<file path="src/rtl/pcsc_pkg.sv">
// Shared types, codes and constants of the PNG chunk stream checker.
package pcsc_pkg;

   // Walk phases
   localparam logic [2:0] PH_SIG       = 3'd0;
   localparam logic [2:0] PH_IHDR_LEN  = 3'd1;
   localparam logic [2:0] PH_IHDR_TYPE = 3'd2;
   localparam logic [2:0] PH_LEN       = 3'd3;
   localparam logic [2:0] PH_TYPE      = 3'd4;
   localparam logic [2:0] PH_DATA      = 3'd5;
   localparam logic [2:0] PH_CRC       = 3'd6;
   localparam logic [2:0] PH_DONE      = 3'd7;

   // Result status codes
   localparam logic [3:0] ST_SIG_GOOD     = 4'd0;
   localparam logic [3:0] ST_SIG_BAD      = 4'd1;
   localparam logic [3:0] ST_IHDR_GOOD    = 4'd2;
   localparam logic [3:0] ST_IHDR_BAD     = 4'd3;
   localparam logic [3:0] ST_IDAT         = 4'd4;
   localparam logic [3:0] ST_IEND_FOUND   = 4'd5;
   localparam logic [3:0] ST_NO_IDAT      = 4'd6;
   localparam logic [3:0] ST_IEND_MISSING = 4'd7;
   localparam logic [3:0] ST_TRUNCATED    = 4'd8;

   // Chunk type words, big-endian ASCII
   localparam logic [31:0] TYPE_IHDR = 32'h4948_4452;
   localparam logic [31:0] TYPE_IDAT = 32'h4944_4154;
   localparam logic [31:0] TYPE_IEND = 32'h4945_4E44;

   // Result queue
   localparam int RES_DEPTH = 4;
   localparam int RES_PTR_W = $clog2(RES_DEPTH);
   localparam int RES_CNT_W = $clog2(RES_DEPTH + 1);

   typedef struct packed {
      logic [3:0]  status;
      logic [31:0] chunk_offset;
      logic [31:0] chunk_length;
      logic [31:0] chunk_crc;
      logic        last_of_run;
   } result_type;

   // Up to two results written per byte; second only with the first
   typedef struct packed {
      logic       push0;
      logic       push1;
      result_type res0;
      result_type res1;
   } push_type;

   function automatic logic [7:0] sig_byte(input logic [2:0] idx);
      logic [7:0] b;
      unique case (idx)
         3'd0:    b = 8'd137;
         3'd1:    b = 8'd80;
         3'd2:    b = 8'd78;
         3'd3:    b = 8'd71;
         3'd4:    b = 8'd13;
         3'd5:    b = 8'd10;
         3'd6:    b = 8'd26;
         3'd7:    b = 8'd10;
         default: b = 8'd0;
      endcase
      return b;
   endfunction

   function automatic result_type mk_result(input logic [3:0] status);
      result_type r;
      r.status       = status;
      r.chunk_offset = '0;
      r.chunk_length = '0;
      r.chunk_crc    = '0;
      r.last_of_run  = 1'b0;
      return r;
   endfunction

endpackage

</file>
<file path="src/rtl/pcsc_parser.sv">
// Chunk walk state and per-byte result generation.
module pcsc_parser (
   input  logic               clock,
   input  logic               reset,
   input  logic               item_valid,
   input  logic [7:0]         item_byte,
   input  logic               item_eos,
   output pcsc_pkg::push_type push
);

   logic [2:0]  phase_ff, phase_in;
   logic [31:0] pos_ff, pos_in;
   logic [2:0]  cnt_ff, cnt_in;
   logic [31:0] acc_ff, acc_in;
   logic [31:0] len_ff, len_in;
   logic [31:0] off_ff, off_in;
   logic [31:0] skip_ff, skip_in;
   logic        is_idat_ff, is_idat_in;
   logic        is_iend_ff, is_iend_in;
   logic        seen_idat_ff, seen_idat_in;
   logic        seen_other_ff, seen_other_in;
   logic        mismatch_ff, mismatch_in;

   logic [31:0] word;
   logic [31:0] skip_dec;
   logic        m_v, a_v, b_v;
   pcsc_pkg::result_type m_res, a_res, b_res;

   always_comb begin
      word     = {acc_ff[23:0], item_byte};
      skip_dec = skip_ff - 32'd1;

      phase_in      = phase_ff;
      pos_in        = pos_ff;
      cnt_in        = cnt_ff;
      acc_in        = acc_ff;
      len_in        = len_ff;
      off_in        = off_ff;
      skip_in       = skip_ff;
      is_idat_in    = is_idat_ff;
      is_iend_in    = is_iend_ff;
      seen_idat_in  = seen_idat_ff;
      seen_other_in = seen_other_ff;
      mismatch_in   = mismatch_ff;

      m_v   = 1'b0;
      m_res = pcsc_pkg::mk_result(pcsc_pkg::ST_SIG_GOOD);
      a_v   = 1'b0;
      a_res = pcsc_pkg::mk_result(pcsc_pkg::ST_TRUNCATED);
      b_v   = 1'b0;
      b_res = pcsc_pkg::mk_result(pcsc_pkg::ST_IEND_MISSING);

      if (item_valid) begin
         unique case (phase_ff)
            pcsc_pkg::PH_SIG: begin
               mismatch_in = mismatch_ff | (item_byte != pcsc_pkg::sig_byte(cnt_ff));
               cnt_in      = cnt_ff + 3'd1;
               if (cnt_ff == 3'd7) begin
                  m_v   = 1'b1;
                  m_res = pcsc_pkg::mk_result(mismatch_in ? pcsc_pkg::ST_SIG_BAD
                                                          : pcsc_pkg::ST_SIG_GOOD);
                  phase_in = mismatch_in ? pcsc_pkg::PH_DONE : pcsc_pkg::PH_IHDR_LEN;
               end
            end
            pcsc_pkg::PH_IHDR_LEN, pcsc_pkg::PH_LEN: begin
               if (phase_ff == pcsc_pkg::PH_LEN && cnt_ff == 3'd0) begin
                  off_in = pos_ff;
               end
               acc_in = word;
               cnt_in = cnt_ff + 3'd1;
               if (cnt_ff == 3'd3) begin
                  len_in   = word;
                  cnt_in   = 3'd0;
                  acc_in   = '0;
                  phase_in = phase_ff + 3'd1;
               end
            end
            pcsc_pkg::PH_IHDR_TYPE: begin
               acc_in = word;
               cnt_in = cnt_ff + 3'd1;
               if (cnt_ff == 3'd3) begin
                  m_v = 1'b1;
                  if (word == pcsc_pkg::TYPE_IHDR) begin
                     m_res    = pcsc_pkg::mk_result(pcsc_pkg::ST_IHDR_GOOD);
                     cnt_in   = 3'd0;
                     acc_in   = '0;
                     skip_in  = len_ff;
                     phase_in = (len_ff != '0) ? pcsc_pkg::PH_DATA : pcsc_pkg::PH_CRC;
                  end else begin
                     m_res    = pcsc_pkg::mk_result(pcsc_pkg::ST_IHDR_BAD);
                     phase_in = pcsc_pkg::PH_DONE;
                  end
               end
            end
            pcsc_pkg::PH_TYPE: begin
               acc_in = word;
               cnt_in = cnt_ff + 3'd1;
               if (cnt_ff == 3'd3) begin
                  is_idat_in = (word == pcsc_pkg::TYPE_IDAT);
                  is_iend_in = (word == pcsc_pkg::TYPE_IEND);
                  if (word != pcsc_pkg::TYPE_IDAT) begin
                     seen_other_in = 1'b1;
                  end
                  cnt_in   = 3'd0;
                  acc_in   = '0;
                  skip_in  = len_ff;
                  phase_in = (len_ff != '0) ? pcsc_pkg::PH_DATA : pcsc_pkg::PH_CRC;
               end
            end
            pcsc_pkg::PH_DATA: begin
               skip_in = skip_dec;
               if (skip_dec == '0) begin
                  phase_in = pcsc_pkg::PH_CRC;
               end
            end
            pcsc_pkg::PH_CRC: begin
               acc_in = word;
               cnt_in = cnt_ff + 3'd1;
               if (cnt_ff == 3'd3) begin
                  cnt_in = 3'd0;
                  acc_in = '0;
                  if (is_idat_ff) begin
                     m_v                = 1'b1;
                     m_res              = pcsc_pkg::mk_result(pcsc_pkg::ST_IDAT);
                     m_res.chunk_offset = off_ff;
                     m_res.chunk_length = len_ff;
                     m_res.chunk_crc    = word;
                     seen_idat_in       = 1'b1;
                     phase_in           = pcsc_pkg::PH_LEN;
                  end else if (is_iend_ff) begin
                     m_v      = 1'b1;
                     m_res    = pcsc_pkg::mk_result(seen_idat_ff ? pcsc_pkg::ST_IEND_FOUND
                                                                 : pcsc_pkg::ST_NO_IDAT);
                     phase_in = pcsc_pkg::PH_DONE;
                  end else begin
                     phase_in = pcsc_pkg::PH_LEN;
                  end
               end
            end
            default: begin
            end
         endcase
         pos_in = pos_ff + 32'd1;

         if (item_eos) begin
            if (phase_in <= pcsc_pkg::PH_IHDR_TYPE) begin
               a_v = 1'b1;
            end else if (phase_in != pcsc_pkg::PH_DONE) begin
               a_v   = ~seen_idat_in & seen_other_in;
               a_res = pcsc_pkg::mk_result(pcsc_pkg::ST_NO_IDAT);
               b_v   = 1'b1;
            end
            // rearm for the next file
            phase_in      = pcsc_pkg::PH_SIG;
            pos_in        = '0;
            cnt_in        = '0;
            acc_in        = '0;
            len_in        = '0;
            off_in        = '0;
            skip_in       = '0;
            is_idat_in    = 1'b0;
            is_iend_in    = 1'b0;
            seen_idat_in  = 1'b0;
            seen_other_in = 1'b0;
            mismatch_in   = 1'b0;
         end
      end

      // pack the up to two results into the front slots
      push.push0 = m_v | a_v | b_v;
      push.push1 = (m_v & (a_v | b_v)) | (a_v & b_v);
      push.res0  = m_v ? m_res : (a_v ? a_res : b_res);
      push.res1  = (m_v & a_v) ? a_res : b_res;
      push.res0.last_of_run = ~push.push1;
      push.res1.last_of_run = 1'b1;
   end

   always_ff @(posedge clock) begin
      if (reset) begin
         phase_ff      <= pcsc_pkg::PH_SIG;
         pos_ff        <= '0;
         cnt_ff        <= '0;
         acc_ff        <= '0;
         len_ff        <= '0;
         off_ff        <= '0;
         skip_ff       <= '0;
         is_idat_ff    <= 1'b0;
         is_iend_ff    <= 1'b0;
         seen_idat_ff  <= 1'b0;
         seen_other_ff <= 1'b0;
         mismatch_ff   <= 1'b0;
      end else begin
         phase_ff      <= phase_in;
         pos_ff        <= pos_in;
         cnt_ff        <= cnt_in;
         acc_ff        <= acc_in;
         len_ff        <= len_in;
         off_ff        <= off_in;
         skip_ff       <= skip_in;
         is_idat_ff    <= is_idat_in;
         is_iend_ff    <= is_iend_in;
         seen_idat_ff  <= seen_idat_in;
         seen_other_ff <= seen_other_in;
         mismatch_ff   <= mismatch_in;
      end
   end

   a_data_nonzero: assert property (@(posedge clock) disable iff (reset)
      phase_ff == pcsc_pkg::PH_DATA && $past(phase_ff) != pcsc_pkg::PH_DATA
      |-> skip_ff != '0)
      else $error("data phase entered with nothing to skip");

   a_done_quiet: assert property (@(posedge clock) disable iff (reset)
      item_valid && !item_eos && phase_ff == pcsc_pkg::PH_DONE |-> !push.push0)
      else $error("result produced after the walk finished");

   a_eos_rearm: assert property (@(posedge clock) disable iff (reset)
      item_valid && item_eos |=> phase_ff == pcsc_pkg::PH_SIG && pos_ff == '0)
      else $error("walk not rearmed after end of stream");

endmodule

</file>
<file path="src/rtl/pcsc_res_queue.sv">
// Result queue: takes up to two results per cycle, hands out one per cycle while rsp_stall is low.
module pcsc_res_queue (
   input  logic               clock,
   input  logic               reset,
   input  pcsc_pkg::push_type push,
   output logic               space_ok,
   output logic               rsp_valid,
   input  logic               rsp_stall,
   output pcsc_pkg::result_type head
);

   pcsc_pkg::result_type entry_ff [pcsc_pkg::RES_DEPTH];

   logic [pcsc_pkg::RES_PTR_W-1:0] wr_ptr_ff, wr_ptr_in;
   logic [pcsc_pkg::RES_PTR_W-1:0] rd_ptr_ff, rd_ptr_in;
   logic [pcsc_pkg::RES_CNT_W-1:0] count_ff, count_in;
   logic [pcsc_pkg::RES_PTR_W-1:0] wr_next;
   logic                           pop;

   localparam logic [pcsc_pkg::RES_CNT_W-1:0] SpaceLimit =
      pcsc_pkg::RES_CNT_W'(pcsc_pkg::RES_DEPTH - 2);

   assign space_ok  = (count_ff <= SpaceLimit);
   assign rsp_valid = (count_ff != '0);
   assign pop       = rsp_valid & ~rsp_stall;
   assign head      = entry_ff[rd_ptr_ff];
   assign wr_next   = wr_ptr_ff + pcsc_pkg::RES_PTR_W'(1);

   always_comb begin
      wr_ptr_in = wr_ptr_ff + pcsc_pkg::RES_PTR_W'(push.push0)
                            + pcsc_pkg::RES_PTR_W'(push.push1);
      rd_ptr_in = rd_ptr_ff + pcsc_pkg::RES_PTR_W'(pop);
      count_in  = count_ff + pcsc_pkg::RES_CNT_W'(push.push0)
                           + pcsc_pkg::RES_CNT_W'(push.push1)
                           - pcsc_pkg::RES_CNT_W'(pop);
   end

   always_ff @(posedge clock) begin
      if (push.push0) begin
         entry_ff[wr_ptr_ff] <= push.res0;
      end
      if (push.push1) begin
         entry_ff[wr_next] <= push.res1;
      end
   end

   always_ff @(posedge clock) begin
      if (reset) begin
         wr_ptr_ff <= '0;
         rd_ptr_ff <= '0;
         count_ff  <= '0;
      end else begin
         wr_ptr_ff <= wr_ptr_in;
         rd_ptr_ff <= rd_ptr_in;
         count_ff  <= count_in;
      end
   end

   a_no_overflow: assert property (@(posedge clock) disable iff (reset)
      push.push0 |-> count_ff <= SpaceLimit)
      else $error("result queue written without room for two");

   a_pair_order: assert property (@(posedge clock) disable iff (reset)
      push.push1 |-> push.push0)
      else $error("second result slot used without the first");

   a_count_bound: assert property (@(posedge clock) disable iff (reset)
      count_ff <= pcsc_pkg::RES_CNT_W'(pcsc_pkg::RES_DEPTH))
      else $error("result queue count out of range");

endmodule

</file>
<file path="src/rtl/png_chunk_stream_checker_unit.sv">
// PNG chunk stream checker: signature/IHDR check and IDAT chunk reporting.
//
// Takes one file byte per item and sustains one byte per cycle while the queue has
// room. A byte is held in an input register, runs through the chunk walker once
// the queue has room and lands in a four-entry result queue. A byte may cause up to
// two results; the queue hands out one per cycle while rsp_stall is low, and the
// input register holds its byte (req_stall high) while fewer than two queue entries
// are free. Results come in byte order; the last result caused by a byte carries
// rsp_last_of_run. After a byte marked end_of_stream the walker rearms for a new
// file.
module png_chunk_stream_checker_unit (
   input  logic        clock,
   input  logic        reset,
   input  logic        req_valid,
   output logic        req_stall,
   input  logic [7:0]  req_data_byte,
   input  logic        req_end_of_stream,
   output logic        rsp_valid,
   input  logic        rsp_stall,
   output logic [3:0]  rsp_status,
   output logic [31:0] rsp_chunk_offset,
   output logic [31:0] rsp_chunk_length,
   output logic [31:0] rsp_chunk_crc,
   output logic        rsp_last_of_run
);

   logic       in_valid_ff, in_valid_in;
   logic [7:0] in_byte_ff;
   logic       in_eos_ff;
   logic       space_ok;
   logic       consume;
   logic       accept;

   pcsc_pkg::push_type   push;
   pcsc_pkg::result_type head;

   assign consume   = in_valid_ff & space_ok;
   assign req_stall = in_valid_ff & ~space_ok;
   assign accept    = req_valid & ~req_stall;

   always_comb begin
      in_valid_in = in_valid_ff;
      if (accept) begin
         in_valid_in = 1'b1;
      end else if (consume) begin
         in_valid_in = 1'b0;
      end
   end

   always_ff @(posedge clock) begin
      if (reset) begin
         in_valid_ff <= 1'b0;
      end else begin
         in_valid_ff <= in_valid_in;
      end
   end

   always_ff @(posedge clock) begin
      if (accept) begin
         in_byte_ff <= req_data_byte;
         in_eos_ff  <= req_end_of_stream;
      end
   end

   pcsc_parser u_parser (
      .clock      (clock),
      .reset      (reset),
      .item_valid (consume),
      .item_byte  (in_byte_ff),
      .item_eos   (in_eos_ff),
      .push       (push)
   );

   pcsc_res_queue u_queue (
      .clock     (clock),
      .reset     (reset),
      .push      (push),
      .space_ok  (space_ok),
      .rsp_valid (rsp_valid),
      .rsp_stall (rsp_stall),
      .head      (head)
   );

   assign rsp_status       = head.status;
   assign rsp_chunk_offset = head.chunk_offset;
   assign rsp_chunk_length = head.chunk_length;
   assign rsp_chunk_crc    = head.chunk_crc;
   assign rsp_last_of_run  = head.last_of_run;

   a_held_byte: assert property (@(posedge clock) disable iff (reset)
      in_valid_ff && !space_ok |=> in_valid_ff && $stable(in_byte_ff)
                                   && $stable(in_eos_ff))
      else $error("held byte lost while the queue was full");

   a_idat_fields: assert property (@(posedge clock) disable iff (reset)
      rsp_valid && rsp_status != pcsc_pkg::ST_IDAT
      |-> rsp_chunk_offset == '0 && rsp_chunk_length == '0 && rsp_chunk_crc == '0)
      else $error("chunk fields set on a non-IDAT result");

   a_accept_empty: assert property (@(posedge clock) disable iff (reset)
      accept |-> !in_valid_ff || consume)
      else $error("input register overwritten");

endmodule

</file>
<file path="config.mk">
export PLATFORM = sky130hd
export DESIGN_NAME = png_chunk_stream_checker_unit
export DESIGN_NICKNAME = d
export VERILOG_FILES = /design/src/rtl/pcsc_pkg.sv /design/src/rtl/pcsc_parser.sv /design/src/rtl/pcsc_res_queue.sv /design/src/rtl/png_chunk_stream_checker_unit.sv
export SDC_FILE = /design/constraint.sdc
export NUM_CORES = 1
export LEC_CHECK = 0
export BUFFER_PORTS_ARGS = -buffer_cell sky130_fd_sc_hd__buf_4
export CAP_MARGIN = 40
export CORE_MARGIN = 2
export CORE_UTILIZATION = 35
export DETAILED_ROUTE_END_ITERATION = 16
export GPL_TIMING_DRIVEN = 0
export SETUP_SLACK_MARGIN = 0.4
export SLEW_MARGIN = 40
export SYNTH_ARGS = -nofsm -noshare
export SYNTH_HDL_FRONTEND = slang
export SYNTH_SLANG_ARGS = --single-unit
</file>
<file path="constraint.sdc">
create_clock -name clock -period 5.05 [get_ports clock]
set_clock_uncertainty 0.05 [all_clocks]
set_input_delay 0.2525 -clock clock [delete_from_list [all_inputs] [get_ports clock]]
set_output_delay 0.2525 -clock clock [all_outputs]
set_load 0.02 [all_outputs]
</file>
### After elaboration in Yosys (flattened, before gate mapping)

Memories as Yosys holds them, arrays and structs flattened. A register that Yosys moved wholly into a read port is not among the register bits.
Index checks and enable logic that the tools add are counted.

* add/sub/neg operators: 11
* order comparisons: 2
* equal/unequal tests: 17
* muxes and demuxes: 97
* bitwise operators: 18
* reduce and logical (&&, ||, !) cells: 24

Operator list (number)
* $mux 101: 13
* $mux 32: 11
* $pmux 101 s3: 1
* $mux 98: 1
* $eq 32x31->1 const B: 3
* $mux 24: 4
* $pmux 32 s3: 1
* $mux 3: 18
* $pmux 24 s2: 1
* $mux 1: 39
* $add 32x1->32 const B: 1
* $logic_not 32->1: 1
* $ne 32x31->1 const B: 1
* $reduce_bool 32->1: 1
* $sub 32x1->32 const B: 1
* $pmux 3 s6: 1
* $mux 8: 2
* $eq 3x3->1 const B: 4
* $reduce_bool 2->1: 6
* $eq 3x2->1 const B: 3
* $ne 3x2->1 const B: 3
* $pmux 3 s3: 1
* $reduce_and 3->1: 3
* $and 1x1->1: 8
* other kinds (21): 41

* flip-flop bits (word level): 180
* memory bits (writable): 404
* ROM bits: 56
* bits of input ports: 13
* output and inout port bits: 103
* word-level logic and storage cells: 189
* memories: 2

Memory list
* u_queue.entry_ff: depth 4, bits a word 101, rd ports 1, clocked after Yosys merged registers in 1, wr ports 2, line pcsc_res_queue.sv:12 `pcsc_pkg::result_type entry_ff [pcsc_pkg::RES_DEPTH];`
* (name not given): depth 8, bits a word 7, rd ports 1, clocked after Yosys merged registers in 1, wr ports 0, line pcsc_pkg.sv:53 `unique case (idx)`

### Longest topological paths before layout

Gate-level depths: netlist (run 1).

* depth in word-level cells: 19
* depth in mapped cells: 18
* mapped depth without buffers: 17

### Modules after synthesis

A second synthesis (run 1) with hierarchy kept.

* cells, all modules: 2305
* area, all modules: 29832.4 sq um

Modules (own cells, without submodules)
* pcsc_res_queue: instances 1, cells each 1018, area each 19733.9 sq um, sequential area each 12271.8 sq um
* pcsc_parser: instances 1, cells each 1273, area each 9771.9 sq um, sequential area each 3403.3 sq um
* png_chunk_stream_checker_unit: instances 1, cells each 14, area each 326.6 sq um, sequential area each 290.3 sq um

### Worst setup path before layout (run 1)

OpenSTA, ideal clock, no wires.

* path type: reg2reg
* start: register u_parser.phase_ff[1]
* end: register u_queue.count_ff[1] in the netlist's numbering
* library setup time: 0.128 ns
* arrival time: 3.944 ns
* data required time: 4.872 ns
* setup slack: 0.928 ns
* cell stages (with the launch flop): 17
* path buffers: 1
* period minus slack after synthesis: 4.122 ns
* path through: dfxtp_1 -> inv_1 -> ha_1 -> clkbuf_1 -> o21ba_2 -> a2111oi_2 -> a211o_1 -> a21oi_1 -> a32oi_1 -> o2111ai_1 -> and2_4 -> nor3_1 -> inv_1 -> fa_1 -> inv_1 -> fa_1 -> nor2b_1

* word-level cells in the longest chain between the ends: 14
* elaborated cells on any way between the ends: 44
* classes of those cells: 4 x add/sub; 1 x order compare; 7 x eq/ne; 22 x mux; 8 x bitwise; 2 x reduce/logical

RTL lines
* start, declared: line pcsc_parser.sv:11 `logic [2:0] phase_ff, phase_in;`
* start signal, assigned: line pcsc_parser.sv:180 `phase_ff <= pcsc_pkg::PH_SIG;`
* start signal, assigned: line pcsc_parser.sv:193 `phase_ff <= phase_in;`
* parallel branches: the longest is 12 deep, another holds $add 3x1->3
* $add 3x1->3 (*): line pcsc_res_queue.sv:34 `+ pcsc_pkg::RES_CNT_W'(push.push1)`
* $sub 3x1->3 (*): line pcsc_res_queue.sv:35 `- pcsc_pkg::RES_CNT_W'(pop);`
* named net u_queue.count_in (one bit): line pcsc_res_queue.sv:16 `logic [pcsc_pkg::RES_CNT_W-1:0] count_ff, count_in;`
* end signal, assigned: line pcsc_res_queue.sv:55 `count_ff <= count_in;`
* end, declared: line pcsc_res_queue.sv:16

Mark *: on every way through the listed nets, which the timed path passes. The select of a mux whose other input is x is not followed.
A chain may end at the register's enable or synchronous reset.

### Worst setup path in the final report (run 1)

* start: register u_parser.skip_ff[0]
* end: register u_queue.count_ff[1] in the netlist's numbering

* word-level cells in the longest chain between the ends: 15
* elaborated cells on any way between the ends: 24
* classes of those cells: 4 x add/sub; 1 x order compare; 1 x eq/ne; 11 x mux; 6 x bitwise; 1 x reduce/logical

RTL lines
* start, declared: line pcsc_parser.sv:17 `logic [31:0] skip_ff, skip_in;`
* start signal, assigned: line pcsc_parser.sv:199 `skip_ff <= skip_in;`
* $sub 32x1->32 (*): line pcsc_parser.sv:31 `skip_dec = skip_ff - 32'd1;`
* $logic_not 32->1 (*): line pcsc_parser.sv:112 `if (skip_dec == '0) begin`
* $mux 3 (*): line pcsc_parser.sv:112
* $pmux 3 s6 (*): line pcsc_parser.sv:54 `unique case (phase_ff)`
* $mux 3 (*): line pcsc_parser.sv:53 `if (item_valid) begin`
* parallel branches: the longest is 8 deep, another holds $le 3x2->1
* $add 3x1->3 (*): line pcsc_res_queue.sv:34
* $sub 3x1->3 (*): line pcsc_res_queue.sv:35
* named net u_queue.count_in (one bit): line pcsc_res_queue.sv:16

Marks and branches as above.

==> impl_metrics.csv, run 1 <==
group,metric,value,unit
placed_design,port_buffers,114,
clocking,cts_root_buf,"clkbuf_16",
routing,wl_met2,41100,µm
sta,finalCritPeriodShare,0.914,
power,ir_drop,285,µV
grt,antenna_found_initial,0,
sta,finalHoldViolations,0,
grt,grt_max_degree,17,
logic_synthesis,synth_top_area_share,0.440,
run,cap_violations,0,
routing,vias,22600,
routing,wl_per_cell,22.6,µm
sta,tns,0,ns
grt,grt-ovfl-total,0,
logic_synthesis,yosys.area.top_type,"dfxtp_1",
grt,grt_pass1_wl,135000,µm
worst_setup_path,worstRegToRegCells,16,
sta,setup-violations-final,0,
power,p_leak,10.5,nW
sta,max_freq,0.217,GHz
floorplanning,row_count,99,
logic_synthesis,ys_async_sr_fraction,0,
floorplanning,dieArea,0.0757,mm²
power,seqPwrFrac,0.463,
power,switching_share,0.261,
logic_synthesis,synth_cells,2744,
final_layout,antenna_cells,0,
clocking,path_clk_slew,0.07,ns
final_layout,areaGrowthSynthToFinish,16.9,%
sta,slew_viol_final,0,
logic_synthesis,syn_nets,2781,
final_layout,drive_gt1_frac,0.162,
outcome,status,"completed",
final_layout,fillers,7235,
sta,worstMarginPinSlew,0.895,ns
logic_synthesis,ys_warn_count,0,
routing,drt_iter0_drc,1944,
logic_synthesis,ys_ff_latch,591,
sta,min_period,4.62,ns
worst_setup_path,endpoint_kind,"flop",
worst_setup_path,required,5.47,ns
routing,highest_layer,"met4",
logic_synthesis,ys.flop_type,"dfxtp_1",
routing,drc,0,
power,power,10.3,mW
grt,grt_pass1_vias,21700,
worst_setup_path,critPathArrivalTime,5.04,ns
placed_design,place.gp.congestion,0.952,
floorplanning,boundaryPins,116,
routing,wirelength,89100,µm
power,pwr-share-clk,0.427,
routing,wl_met1,38200,µm
sta,timing.hold.ws,0.110,ns
worst_setup_path,path_max_fanout,8,
power,combPwrFrac,0.110,
final_layout,fin_nets,2975,
final_layout,final_cell_mix,"564 x dfxtp_1, 350 x nand2_1, 293 x a21oi_1",
worst_setup_path,start_kind,"flop",
power,internal_power,7.62,mW
worst_hold_path,worstHoldPathType,"primary input to flop",
clocking,numClockSinks,591,
routing,drtAntennaViolNets,0,
grt,grtUsageTotal,0.231,
clocking,ctsHtreeMaxLevel,2,
sta,slew_headroom,0.401,
worst_setup_path,path_class,"flop to flop",
clocking,cts_made_buffers,60,
clocking,tritoncts,"built",
floorplanning,die_w,275,µm
clocking,clock_latency,0.65,ns
logic_synthesis,syn_area_per_cell,9.38,µm²
floorplanning,die_h,275,µm
power,power.net_switching,2.70,mW
sta,rsz0062_at_grt,"yes",
placed_design,dp_hpwl,61600,µm
logic_synthesis,synth-seq-area-share,0.469,
logic_synthesis,ys_types,86,
power,power_density,343,mW/mm²
clocking,clockBufferDepth,3,
routing,routed-wl-met3,6330,µm
floorplanning,core,0.0728,mm²
worst_hold_path,hold_depth,4,
final_layout,layout_commonest_cell,"dfxtp_1",
logic_synthesis,synthTopCellsByArea,"dfxtp_1 44%, mux4_2 8.8%, a21oi_1 5.7%",
logic_synthesis,synth-edff-count,25,
routing,firstDrtPassIters,8,
routing,viasPerCell,5.75,
logic_synthesis,synth_area,0.0257,mm²
floorplanning,initial_core_util,0.353,
-- kinds of logic after synthesis --
family / synth area share
simple gates: 0.186
compound gates: 0.176
flops: 0.469
buf+inv: 0.0477
mux: 0.0920
xor+xnor: 0.0163
fa+ha+maj: 0.0125
-- power by group through the flow --
stage,combinational (mW),sequential (mW),clock (mW)
floorplan,0.748,4.86,0
global placement,1.11,4.87,0
detailed placement,1.12,4.87,0
CTS,1.14,4.77,4.47
global route,1.21,4.77,4.65
finish,1.13,4.77,4.41
-- metal layers --
| metal | GRT usage | vias up |
|---|---|---|
| li1 | - | 10400 |
| met1 | 0.313 | 11200 |
| met2 | 0.367 | 817 |
| met3 | 0.0413 | 167 |
| met4 | 0.0895 | 0 |
| met5 | 0 | - |
-- path summary, 6_finish.rpt --
kind                                              start                 endpoint  slack [ns]
worst max register to register      u_parser.skip_ff[0]      u_queue.count_ff[1]        0.43
worst max-delay path                u_parser.skip_ff[0]      u_queue.count_ff[1]        0.43
worst min-delay path                          rsp_stall     u_queue.rd_ptr_ff[0]        0.11
worst min register to register  u_queue.entry_ff[0][48]  u_queue.entry_ff[0][48]        0.40
-- worst max-delay path, stage by stage (launching register included) --
cell      delay (ns)
dfxtp_1         0.39
inv_1           0.10
ha_2            0.23
or3b_2          0.50
o31ai_2         0.21
nand4_1         0.23
nor4b_2         0.36
nand4_1         0.18
or3_4           0.43
o2111a_2        0.25
nor2_4          0.15
inv_1           0.06
ha_1            0.28
fa_1            0.36
inv_1           0.08
fa_1            0.41
nor2b_1         0.15
-- final cells by class --
cell class | instances | area [µm²] | share of cell area
Multi-Input combinational cell | 1872 | 12600 | 0.417
Sequential cell | 591 | 12100 | 0.402
Clock buffer | 91 | 1760 | 0.0584
Buffer | 255 | 1210 | 0.0401
Tap cell | 959 | 1200 | 0.0399
Timing Repair Buffer | 132 | 1030 | 0.0342
Clock inverter | 13 | 164 | 0.00545
Inverter | 26 | 97.6 | 0.00324
-- repair_timing --
| action | 4_1_cts | 5_1_grt |
|---|---|---|
| buffers inserted | 2 | 3 |
| pin swaps | 1 | 7 |
| endpoints found under the setup margin | 319 | 294 |
| gates resized for setup | 13 | 63 |
| hold endpoints to repair | 10 | 0 |
| hold buffers | 10 | 0 |
-- synthesized netlist by cell type, types with 8 or more instances --
cell      instances
a21oi_1         293
a21oi_2           9
a22o_1           17
a22oi_1         107
a32o_1          120
and2_1           17
and3_1           19
buf_1            24
buf_2            52
buf_6            12
clkbuf_1        162
dfxtp_1         566
edfxtp_1         25
ha_1             21
inv_1            25
mux4_2          101
nand2_1         353
nand2b_1         10
nand3_1         245
nand4_1          19
nor2_1          233
nor2b_1          10
nor3_1           23
nor4_1           24
o21ai_0          62
o31ai_1          11
or3_1            13
or4_1             8
xnor2_1          25
xor2_1           23
-- through the flow --
step	util	worst slack (ns)	instance area, µm²	cells
after floorplan	-	0.928	25700	2744
after global placement	0.382	-0.283	27800	3817
after detailed placement	0.382	0.0634	27900	3820
after CTS	0.411	0.320	30000	3936
after global routing	0.413	0.268	30100	3939
final	0.413	0.434	30100	3939
-- registers in the layout, summed over array words and instances, names as in the netlist, named ones only --
register and cells:
u_parser.acc_ff 24, in_valid_ff 1, in_eos_ff 1, in_byte_ff 8, u_parser.skip_ff 32, u_queue.wr_ptr_ff 2
u_parser.seen_other_ff 1, u_parser.is_idat_ff 1, u_queue.count_ff 3, u_queue.entry_ff 404, u_parser.is_iend_ff 1, u_parser.len_ff 32
u_parser.cnt_ff 3, u_parser.phase_ff 3, u_parser.pos_ff 32, u_parser.seen_idat_ff 1, u_parser.off_ff 32, u_parser.mismatch_ff 1
u_queue.rd_ptr_ff 2
Power figures use the tool's default switching activity.
==> run 2: changes to the inputs <==
--- a/config.mk
+++ b/config.mk
@@ -8,11 +8,13 @@
 export BUFFER_PORTS_ARGS = -buffer_cell sky130_fd_sc_hd__buf_4
 export CAP_MARGIN = 40
 export CORE_MARGIN = 2
-export CORE_UTILIZATION = 35
+export CORE_UTILIZATION = 60
 export DETAILED_ROUTE_END_ITERATION = 16
 export GPL_TIMING_DRIVEN = 0
+export PLACE_DENSITY = 0.78
 export SETUP_SLACK_MARGIN = 0.4
 export SLEW_MARGIN = 40
 export SYNTH_ARGS = -nofsm -noshare
 export SYNTH_HDL_FRONTEND = slang
+export SYNTH_HIERARCHICAL = 1
 export SYNTH_SLANG_ARGS = --single-unit
==> impl_metrics.csv, run 2 <==
group,metric,value,unit
outcome,status,"completed",
sta,rsz0062_at_grt,"yes",
floorplanning,boundaryPins,116,
floorplanning,dieArea,0.0515,mm²
grt,grtUsageTotal,0.309,
logic_synthesis,ys_types,69,
worst_setup_path,critPathArrivalTime,4.94,ns
clocking,cts_root_buf,"clkbuf_16",
logic_synthesis,synth_compound_area_frac,0.0539,
final_layout,final_cell_mix,"413 x edfxtp_1, 366 x mux2_2, 289 x buf_4",
routing,wirelength,80100,µm
logic_synthesis,synth_area,0.0298,mm²
grt,grt-ovfl-total,0,
clocking,cts_made_buffers,59,
logic_synthesis,muxShareOfSynthArea,0.230,
placed_design,port_buffers,115,
logic_synthesis,post-synth-top-count-cell,"edfxtp_1",
worst_hold_path,min_from,"rsp_stall",
routing,drc,0,
logic_synthesis,syn_area_per_cell,12.9,µm²
clocking,clockBufferDepth,3,
worst_setup_path,required,5.36,ns
logic_synthesis,ys_warn_count,6,
logic_synthesis,synth-seq-area-share,0.535,
logic_synthesis,synth-edff-count,413,
clocking,ctsHtreeMaxLevel,2,
power,power_density,342,mW/mm²
logic_synthesis,ys_async_sr_fraction,0,
floorplanning,die_h,227,µm
grt,use_met3,0.0483,
routing,wl_per_cell,23.4,µm
logic_synthesis,synth_simple_gate_area_share,0.106,
logic_synthesis,synth_top_family_by_area,"multiplexers",
grt,grt_most_used_layer,"met2",
sta,worstMarginPinSlew,0.909,ns
grt,met2_usage,0.526,
final_layout,layout_commonest_cell,"edfxtp_1",
grt,grt_pass1_vias,21200,
worst_setup_path,path_max_fanout,10,
routing,drtAntennaViolNets,0,
routing,firstDrtPassIters,5,
placed_design,pre_cts_ws,-1.08,ns
final_layout,fin_nets,2742,
worst_hold_path,worstHoldPathType,"primary input to flop",
logic_synthesis,synth_cells,2305,
placed_design,dp_hpwl,51200,µm
grt,gr-usage-met1,0.403,
logic_synthesis,ys_ff_latch,591,
clocking,clock_latency,0.64,ns
logic_synthesis,synth_commonest_cells,"413 x edfxtp_1, 405 x mux2_2, 193 x nor2_1, 178 x dfxtp_1, 116 x buf_4",
clocking,numClockSinks,591,
logic_synthesis,synthTopCellsByArea,"edfxtp_1 42%, mux2_2 15%, dfxtp_1 12%",
grt,grt_max_degree,28,
sta,slew_headroom,0.394,
floorplanning,die_w,227,µm
clocking,path_clk_slew,0.06,ns
logic_synthesis,yosys.area_share.xor_xnor,0.0129,
routing,viasPerCell,6.04,
placed_design,dp.cells,3207,
power,ir_drop,300,µV
floorplanning,initial_core_util,0.608,
routing,vias,20600,
worst_setup_path,crit_start,"u_parser/skip_ff[4]",
logic_synthesis,synth_top_area_share,0.416,
logic_synthesis,yosys.area.top_type,"edfxtp_1",
final_layout,fin_cells,3418,
clocking,tritoncts,"built",
worst_setup_path,endpoint_kind,"flop",
sta,max_freq,0.216,GHz
final_layout,areaGrowthSynthToFinish,21.2,%
worst_setup_path,path_class,"flop to flop",
sta,setup_slack,0.424,ns
power,p_leak,13.9,nW
final_layout,top_register,"u_queue/entry_ff",
placed_design,place.gp.congestion,0.945,
floorplanning,row_count,81,
routing,drt_iter0_drc,2075,
sta,min_period,4.63,ns
sta,finalCritPeriodShare,0.916,
sta,slew_viol_final,0,
final_layout,largest_register_ffs,404,
worst_setup_path,r2r-start,"u_parser/skip_ff[4]",
final_layout,antenna_cells,0,
run,cap_violations,0,
floorplanning,core,0.0491,mm²
grt,antenna_found_initial,1,
sta,setup-violations-final,0,
sta,finalHoldViolations,0,
logic_synthesis,synth_fa_ha_area_frac,0.0120,
logic_synthesis,ys.flop_type,"edfxtp_1",
worst_setup_path,start_kind,"flop",
grt,grt_pass1_wl,121000,µm
final_layout,drive_gt1_frac,0.378,
==> run 2: cell count changes in the layout (fill, tap and decap cells not counted), sizes merged, moves of 41 or more <==
| cell | delta |
|---|---|
| buf | +171 |
| nand3 | -212 |
| nor2 | -41 |
| a22oi | -48 |
| mux2 | +403 |
| edfxtp | +388 |
| nand2 | -254 |
| and2 | +80 |
| clkbuf | -75 |
| conb | +97 |
| dfxtp | -388 |
| a32o | -120 |
| a21oi | -212 |
==> run 2: report_power, final <==
group | leakage (nW) | total (mW) | internal, mW | switching [mW]
logic | 7.49 | 2.62 | 1.19 | 1.43
clock network | 0.954 | 4.39 | 2.51 | 1.88
registers | 5.43 | 5.35 | 5.27 | 0.0774
==> run 2: timing repair <==
item                                    CTS  global route
pin swaps                                12            12
endpoints found under the hold margin    17             0
resized for setup                        97            86
buffers inserted                         52            23
endpoints found under the setup margin  811           590
hold buffers                             12             0
gates cloned                              7             5
==> run 2: final cells by class <==
| cell class | instances | area (µm²) |
|---|---|---|
| Buffer | 246 | 1610 |
| Clock buffer | 92 | 1730 |
| Clock inverter | 20 | 218 |
| Fill cell | 3174 | 12900 |
| Inverter | 21 | 78.8 |
| Multi-Input combinational cell | 1544 | 13200 |
| Sequential cell | 591 | 16000 |
| Tap cell | 664 | 831 |
| Timing Repair Buffer | 240 | 2490 |
==> run 2: routing by layer <==
metal | share of wire | vias up
met5 | 0 | -
met4 | 0.033 | 0
met3 | 0.065 | 163
met2 | 0.50 | 766
met1 | 0.41 | 10400
li1 | - | 9289
==> run 2: path summary, 6_finish.rpt <==
check,endpoint,slack [ns],cells past startpoint
hold / removal,u_queue/rd_ptr_ff[1],0.12,5
setup reg to reg,u_queue/entry_ff[1][64],0.42,16
setup / recovery,u_queue/entry_ff[1][64],0.42,16
hold reg to reg,u_parser/seen_other_ff,0.44,2
==> run 2: cells by family after synthesis <==
kind of cell | count (synthesis)
and+or+nand+nor | 610
AOI/OAI and AO/OA | 256
muxes | 508
DFF | 591
buffers and inverters | 267
xor gates and xnor gates | 44
other | 2
adders and majority gates | 27
==> run 2: stage by stage <==
stage	total power, mW	utilization	cell area (µm²)	setup TNS, ns	hold slack, ns
floorplan	7.05	-	30200	-118.11	0.274
global placement	7.89	0.651	31900	-1102.98	0.391
detailed placement	7.92	0.660	32400	-242.67	0.390
CTS	12.4	0.724	35500	0	0.116
global route	12.8	0.737	36200	0	0.135
finish	12.4	0.737	36200	0	0.123
==> run 2: worst max-delay path: stages (launching register included) <==
cell       delay [ns]
dfxtp_1          0.36
nor2_1           0.35
nand4_1          0.19
buf_4            0.23
o41ai_2          0.38
nand4_1          0.24
nor4b_4          0.48
a311oi_2         0.20
a2bb2oi_4        0.23
a21boi_2         0.21
o21ba_4          0.18
buf_6            0.13
nor3b_4          0.25
buf_4            0.17
buf_12           0.18
buf_12           0.16
mux2_2           0.35
